File: src/design/bphef_pkg.sv
// bphef_pkg: shared codes and constants for the battery peak-hold EMA filter.
// Used by battery_peak_hold_ema_filter_core and bphef_check; no dependencies.

package bphef_pkg;

  localparam int CFG_INDEX_BITS = 3;
  localparam int CFG_DATA_BITS  = 32;

  typedef logic [CFG_INDEX_BITS-1:0] cfg_index_t;

  localparam cfg_index_t CFG_SETTLE_DEADLINE = 3'd0;
  localparam cfg_index_t CFG_BATTERY_OFFSET  = 3'd1;
  localparam cfg_index_t CFG_SCAN_ENABLED    = 3'd2;
  localparam cfg_index_t CFG_MIN_INTERVAL    = 3'd3;
  localparam cfg_index_t CFG_WINDOW          = 3'd4;
  localparam cfg_index_t CFG_AVERAGE_GAIN    = 3'd5;

  typedef logic [1:0] scan_cmd_t;
  localparam scan_cmd_t SCAN_NONE    = 2'd0;
  localparam scan_cmd_t SCAN_SUSPEND = 2'd1;
  localparam scan_cmd_t SCAN_RESTORE = 2'd2;
  localparam scan_cmd_t SCAN_INVALID = 2'd3;

  typedef logic [1:0] usb_state_t;
  localparam usb_state_t USB_OFF     = 2'd0;
  localparam usb_state_t USB_ON      = 2'd1;
  localparam usb_state_t USB_UNKNOWN = 2'd2;

  localparam logic [11:0] OFFSET_RESET      = 12'd2176;
  localparam logic [15:0] MIN_INTERVAL_RESET = 16'd250;
  localparam logic [15:0] WINDOW_RESET      = 16'd2000;
  localparam logic [15:0] GAIN_RESET        = 16'd22938;
  localparam int          GAIN_FRAC_BITS    = 16;

  localparam int S_TDATA_BITS = 56;
  localparam int M_TDATA_BITS = 24;

endpackage

File: src/design/battery_peak_hold_ema_filter_core.sv
// Path: an accepted input word is held in the input register, then its result word in the result register.
// Throughput: one word per cycle unless m_tready stalls the result; a dropped sample produces no result word.
// The critical path is the combinational EMA fold: offset add, peak compare, 16-bit gain multiply.
// Reset (rst, synchronous, active high) clears the pipeline, the filter state and the config
// registers to their defaults; s_tready and cfg_ready are low while rst is high.
// Depends on bphef_pkg.

module battery_peak_hold_ema_filter_core
  import bphef_pkg::*;
#(
  parameter int VOLT_BITS = 16,
  parameter int TIME_BITS = 32
) (
  input  logic                     clk,
  input  logic                     rst,
  input  logic                     s_tvalid,
  output logic                     s_tready,
  input  logic [S_TDATA_BITS-1:0]  s_tdata,   // now_ms[31:0], rail_volts[47:32], asleep[48]
  input  logic                     s_tuser,   // usb_powered
  output logic                     m_tvalid,
  input  logic                     m_tready,
  output logic [M_TDATA_BITS-1:0]  m_tdata,   // battery_volts[15:0], scan_command[17:16],
                                              // average_updated[18]
  output logic                     m_tuser,   // on_usb
  input  logic                     cfg_valid,
  output logic                     cfg_ready,
  input  cfg_index_t               cfg_index,
  input  logic [CFG_DATA_BITS-1:0] cfg_data
);

  localparam int VB = VOLT_BITS;
  localparam int TB = TIME_BITS;

  typedef logic [VB-1:0] volt_t;
  typedef logic [TB-1:0] tstamp_t;

  // config registers
  tstamp_t     settle_deadline;
  logic [11:0] battery_offset;
  logic        scan_enabled;
  logic [15:0] min_interval;
  logic [15:0] window_len;
  logic [15:0] average_gain;

  // input register
  logic    in_valid;
  tstamp_t in_now;
  logic    in_usb;
  volt_t   in_rail;
  logic    in_asleep;

  // filter state
  tstamp_t    last_accept;
  tstamp_t    window_start;
  volt_t      window_peak;
  volt_t      running_average;
  usb_state_t previous_usb;
  volt_t      reported_volts;

  tstamp_t    window_start_next;
  volt_t      window_peak_next;
  volt_t      running_average_next;
  volt_t      reported_volts_next;
  scan_cmd_t  cmd;
  logic       updated;

  // result register
  logic [15:0] out_volts;
  logic        out_usb;
  scan_cmd_t   out_cmd;
  logic        out_updated;

  logic       drop;
  logic       advance;
  tstamp_t    since;
  tstamp_t    to_deadline;
  tstamp_t    win_age;
  tstamp_t    start_eff;
  logic [VB:0] offset_sum;
  volt_t      v_bat;
  volt_t      peak_eff;
  volt_t      avg_eff;
  logic       peak_ge;
  volt_t      mag;
  logic [VB+15:0] prod;
  volt_t      step;
  volt_t      avg_fold;
  logic       fold;

  assign cfg_ready = !rst;
  assign s_tready  = !rst && (!in_valid || advance);

  always_ff @(posedge clk) begin
    if (rst) begin
      settle_deadline <= '0;
      battery_offset  <= OFFSET_RESET;
      scan_enabled    <= 1'b0;
      min_interval    <= MIN_INTERVAL_RESET;
      window_len      <= WINDOW_RESET;
      average_gain    <= GAIN_RESET;
    end else if (cfg_valid) begin
      unique case (cfg_index)
        CFG_SETTLE_DEADLINE: settle_deadline <= TB'(cfg_data);
        CFG_BATTERY_OFFSET:  battery_offset  <= cfg_data[11:0];
        CFG_SCAN_ENABLED:    scan_enabled    <= cfg_data[0];
        CFG_MIN_INTERVAL:    min_interval    <= cfg_data[15:0];
        CFG_WINDOW:          window_len      <= cfg_data[15:0];
        CFG_AVERAGE_GAIN:    average_gain    <= cfg_data[15:0];
        default: ;
      endcase
    end
  end

  // gating and drop tests
  always_comb begin
    since       = in_now - last_accept;
    to_deadline = in_now - settle_deadline;
    drop        = (since < TB'(min_interval)) || to_deadline[TB-1];
    advance     = in_valid && (drop || !m_tvalid || m_tready);
  end

  // battery path and EMA fold
  always_comb begin
    offset_sum = {1'b0, in_rail} + (VB+1)'(battery_offset);
    v_bat      = offset_sum[VB] ? '1 : offset_sum[VB-1:0];
    peak_eff   = (v_bat > window_peak) ? v_bat : window_peak;
    start_eff  = (window_start == '0) ? in_now : window_start;
    avg_eff    = (running_average == '0) ? v_bat : running_average;
    win_age    = in_now - start_eff;
    fold       = win_age >= TB'(window_len);
    peak_ge    = peak_eff >= avg_eff;
    mag        = peak_ge ? (peak_eff - avg_eff) : (avg_eff - peak_eff);
    prod       = (VB+16)'(mag) * (VB+16)'(average_gain)
                 + (VB+16)'(1 << (GAIN_FRAC_BITS - 1));
    step       = prod[VB+15:GAIN_FRAC_BITS];
    avg_fold   = peak_ge ? (avg_eff + step) : (avg_eff - step);
  end

  always_comb begin
    cmd = SCAN_NONE;
    if (previous_usb != USB_ON && in_usb) begin
      cmd = SCAN_SUSPEND;
    end else if (previous_usb != USB_OFF && !in_usb) begin
      if (scan_enabled && !in_asleep) begin
        cmd = SCAN_RESTORE;
      end
    end

    window_start_next    = window_start;
    window_peak_next     = window_peak;
    running_average_next = running_average;
    reported_volts_next  = reported_volts;
    updated              = 1'b0;
    if (in_usb) begin
      reported_volts_next  = in_rail;
      window_peak_next     = '0;
      window_start_next    = in_now;
      running_average_next = '0;
    end else begin
      window_peak_next  = peak_eff;
      window_start_next = start_eff;
      if (running_average == '0) begin
        running_average_next = v_bat;
        reported_volts_next  = v_bat;
        updated              = 1'b1;
      end
      if (fold) begin
        running_average_next = avg_fold;
        reported_volts_next  = avg_fold;
        window_peak_next     = '0;
        window_start_next    = in_now;
        updated              = 1'b1;
      end
    end
  end

  always_ff @(posedge clk) begin
    if (rst) begin
      in_valid <= 1'b0;
    end else if (s_tready) begin
      in_valid <= s_tvalid;
    end else if (advance) begin
      in_valid <= 1'b0;
    end
  end

  always_ff @(posedge clk) begin
    if (s_tready && s_tvalid) begin
      in_now    <= TB'(s_tdata[31:0]);
      in_rail   <= VB'(s_tdata[47:32]);
      in_asleep <= s_tdata[48];
      in_usb    <= s_tuser;
    end
  end

  always_ff @(posedge clk) begin
    if (rst) begin
      last_accept     <= '0;
      window_start    <= '0;
      window_peak     <= '0;
      running_average <= '0;
      previous_usb    <= USB_UNKNOWN;
      reported_volts  <= '0;
    end else if (advance && !drop) begin
      last_accept     <= in_now;
      window_start    <= window_start_next;
      window_peak     <= window_peak_next;
      running_average <= running_average_next;
      previous_usb    <= in_usb ? USB_ON : USB_OFF;
      reported_volts  <= reported_volts_next;
    end
  end

  always_ff @(posedge clk) begin
    if (rst) begin
      m_tvalid <= 1'b0;
    end else if (advance && !drop) begin
      m_tvalid <= 1'b1;
    end else if (m_tready) begin
      m_tvalid <= 1'b0;
    end
  end

  always_ff @(posedge clk) begin
    if (advance && !drop) begin
      out_volts   <= 16'(reported_volts_next);
      out_usb     <= in_usb;
      out_cmd     <= cmd;
      out_updated <= updated;
    end
  end

  assign m_tdata = {5'b0, out_updated, out_cmd, out_volts};
  assign m_tuser = out_usb;

endmodule

File: config.mk
export PLATFORM = sky130hd
export DESIGN_NAME = battery_peak_hold_ema_filter_core
export DESIGN_NICKNAME = d
export VERILOG_FILES = /design/src/design/bphef_pkg.sv /design/src/design/battery_peak_hold_ema_filter_core.sv
export SDC_FILE = /design/constraint.sdc
export NUM_CORES = 2
export LEC_CHECK = 0
export ABC_AREA = 1
export BUFFER_PORTS_ARGS = -buffer_cell sky130_fd_sc_hd__buf_2
export CAP_MARGIN = 15
export CORE_UTILIZATION = 47
export DETAILED_ROUTE_END_ITERATION = 10
export PLACE_DENSITY = 0.61
export SKIP_LAST_GASP = 1
export SYNTH_ARGS = -nofsm -noshare
export SYNTH_HDL_FRONTEND = slang
export SYNTH_SLANG_ARGS = --single-unit
File: constraint.sdc
create_clock -name clk -period 17.41 [get_ports clk]
set_clock_uncertainty 0.2 [all_clocks]
set_input_delay 3.482 -clock clk [delete_from_list [all_inputs] [get_ports clk]]
set_output_delay 3.482 -clock clk [all_outputs]
set_load 0.005 [all_outputs]
==> impl_metrics.py <==
metrics = {
    "flow_run": {
        "cap_violations": 0,
    },
    "yosys": {
        "ys_async_sr_fraction_pct": 0,
        "ys.flop_type": "dfxtp_1",
        "ys_warn_count": 0,
        "seq_area_frac_synth_pct": 22.66,
        "syn_area_per_cell_um2": 7.476,
        "synth_area_um2": 27740,
        "synth_top_cell_by_area": "dfxtp_1",
        "syn_inst": 3711,
        "synth_most_common_cell": "nand2_1",
        "synthTopCellsByCount": "nand2_1 (668), inv_1 (656), a21oi_1 (389), nor2_1 (322), ha_1 (311)",
        "synth_top_area_share_pct": 15.08,
        "synth_edf_count": 70,
        "netlist_top_cells_area": "dfxtp_1 (15%), fa_1 (14%), ha_1 (14%)",
        "ys_types": 59,
        "ys_ff_latch": 279,
    },
    "floorplan": {
        "rows": 88,
        "initial_core_util_pct": 47.81,
        "num_io_pins": 125,
        "dieArea_um2": 60000,
        "die_w_um": 245.0,
        "die_h_um": 245.0,
        "core_area_um2": 58030,
    },
    "setup_path": {
        "critPathMaxFanout": 20,
        "worst_ep_arrival_time_ns": 16.12,
        "cp-end-kind": "flip-flop",
        "worst_path_most_repeated_cell": "nand2_1",
        "slowest_delay_ns": 0.59,
        "worst_setup_path_start_kind": "flip-flop",
        "required_ns": 17.57,
        "r2r_cells": 85,
        "regToRegStartpoint": "in_rail[2]",
        "rr_endpoint": "out_volts[15]",
        "crit_slowest_cell": "fa_1",
        "crit_type": "flip-flop to flip-flop",
        "reg2reg_slack_ns": 1.45,
    },
    "global_routing": {
        "grt.total_usage_pct": 26.39,
        "grt_pass1_wl_um": 124700,
        "overflow": 0,
        "grt_pass1_vias": 23230,
        "antenna_found_initial": 7,
        "grt_max_degree": 97,
    },
    "route": {
        "vias_per_cell": 5.296,
        "drt_first_pass_iters": 6,
        "ant_nets": 0,
        "vias": 24280,
        "routed_wl_um": 78990,
        "post-route-drc-count": 0,
        "drt-initial-drc-count": 1735,
        "routedWlPerCell_um": 17.23,
    },
    "hold_path": {
        "hp-start": "last_accept[13]",
        "hp-class": "flip-flop to flip-flop",
        "holdPathEnd": "last_accept[13]",
        "hold-path-cell-count": 2,
    },
    "placement": {
        "dp_hpwl_um": 62670,
        "place.gp.congestion": 0.9471,
        "port_buffers": 112,
    },
    "clock_network": {
        "clockBufferDepth": 3,
        "cts_made_buffers": 31,
        "cts_tree": "done",
        "cts.sinks": 279,
        "cts_root_buffer": "clkbuf_16",
        "insertion_delay_ns": 0.60,
        "htree_levels": 1,
        "clkTransAtPathRegs_ns": 0.06,
        "cts_hold_buf": 0,
    },
    "sta": {
        "rsz0062_at_grt": "no",
        "clock.fmax_mhz": 62.65,
        "setup_viol": 0,
        "fin_tns_setup_ns": 0,
        "slew_headroom_pct": 23.74,
        "period_share_pct": 91.68,
        "worst_pin_slew_ns": 1.140,
        "hold_violations": 0,
        "fin_crit_ns": 15.96,
        "slew_violations": 0,
    },
    "cells_and_area": {
        "drive_gt1_share_pct": 7.124,
        "nets": 4400,
        "syn2layout_area_growth_pct": 8.731,
        "fill_cells": 5725,
    },
    "status": {
        "status": "completed",
    },
}
worst max path at each step:
stage                     from            end  slack, ns
floorplan           in_rail[2]  out_volts[15]       3.59
global placement    in_rail[2]  out_volts[15]       1.64
detailed placement  in_rail[2]  out_volts[15]       1.59
CTS                 in_rail[2]  out_volts[15]       1.56
global route        in_rail[2]  out_volts[15]       0.03
finish              in_rail[2]  out_volts[15]       1.45
metrics by stage:
stage	cells	hold WS, ns	setup WS (ns)	area, um^2	utilization, %
CTS	4583	0.2606	1.558	30160	51.98
global placement	4526	0.2442	1.637	29160	50.25
finish	4585	0.2584	1.449	30170	51.99
floorplan	3715	0.2244	3.591	27760	-
detailed placement	4526	0.2509	1.591	29160	50.25
global route	4583	0.2735	0.02576	30160	51.98
worst max-delay path: cells and delay by family (launching register included):
kind / cells / cell delay (ns)
fa+ha+maj: 12 / 5.08
xor+xnor: 3 / 0.51
flops: 1 / 0.40
buf+inv: 16 / 1.90
simple gates: 38 / 4.19
compound gates: 16 / 3.41
timing repair:
item	CTS	global route
setup endpoints to repair	0	3
setup buffers	0	0
gates resized for setup	0	1
per-layer routing:
layer  part of all wire, %  vias to the layer above  global-route usage (%)  routed length [um]
met3                   6.4                      132                   4.209                5042
met4                   2.9                       12                   7.757                2316
met2                    46                      628                   44.07               36230
li1                      -                    12160                       -                   -
met1                    45                    11360                   35.02               35310
met5                  0.11                        -                       0                  90
cells in the final DEF, fill, tap and decap left out, types with 9 or more instances in the layout:
cell       instances
nand2_1          668
inv_1            655
a21oi_1          389
nor2_1           320
ha_1             311
o21ai_0          253
dfxtp_1          209
fa_1             198
buf_2            112
nand3_1           92
xor2_1            83
edfxtp_1          70
o211ai_1          59
buf_4             53
clkbuf_16         32
xnor2_1           31
nand4_1           28
a31oi_1           20
nor3_1            19
nor4_1            17
clkinv_1          16
o21a_1            14
a21o_1            12
o21bai_1          12
a21boi_2           9
a211oi_1           9
nand3b_1           9
o21ai_1            9
clkbuf_1           9
registers in the layout, indices dropped and copies added (netlist names), 2 cells and up:
signal	cells
min_interval	16
reported_volts	16
average_gain	16
in_now	32
window_start	32
previous_usb	2
out_cmd	2
running_average	16
window_peak	16
window_len	16
settle_deadline	32
out_volts	16
last_accept	32
in_rail	16
battery_offset	12
cell families after synthesis:
logic type | Yosys count | synth area share, %
xor gates and xnor gates | 114 | 3.599
buffers and inverters | 794 | 11.06
and+or+nand+nor | 1185 | 17.53
other | 1 | 0.01352
DFF | 279 | 22.66
AOI/OAI and AO/OA | 829 | 16.82
adders and majority gates | 509 | 28.31
cell type report:
cell class | count | area [um^2] | share of cell area (%)
clock inverters | 11 | 101.3 | 0.3360
repair buffers | 165 | 958.4 | 3.177
well taps | 765 | 957.2 | 3.173
multi-input cells | 2642 | 18420 | 61.06
diodes | 2 | 5.005 | 0.01659
flip-flops and latches | 279 | 6286 | 20.84
clock buffers | 46 | 903.4 | 2.995
inverters | 675 | 2536 | 8.408
Power is left out: the tool's default activity adds up to more than one toggle a clock period on the data nets, which glitch-free logic cannot reach.
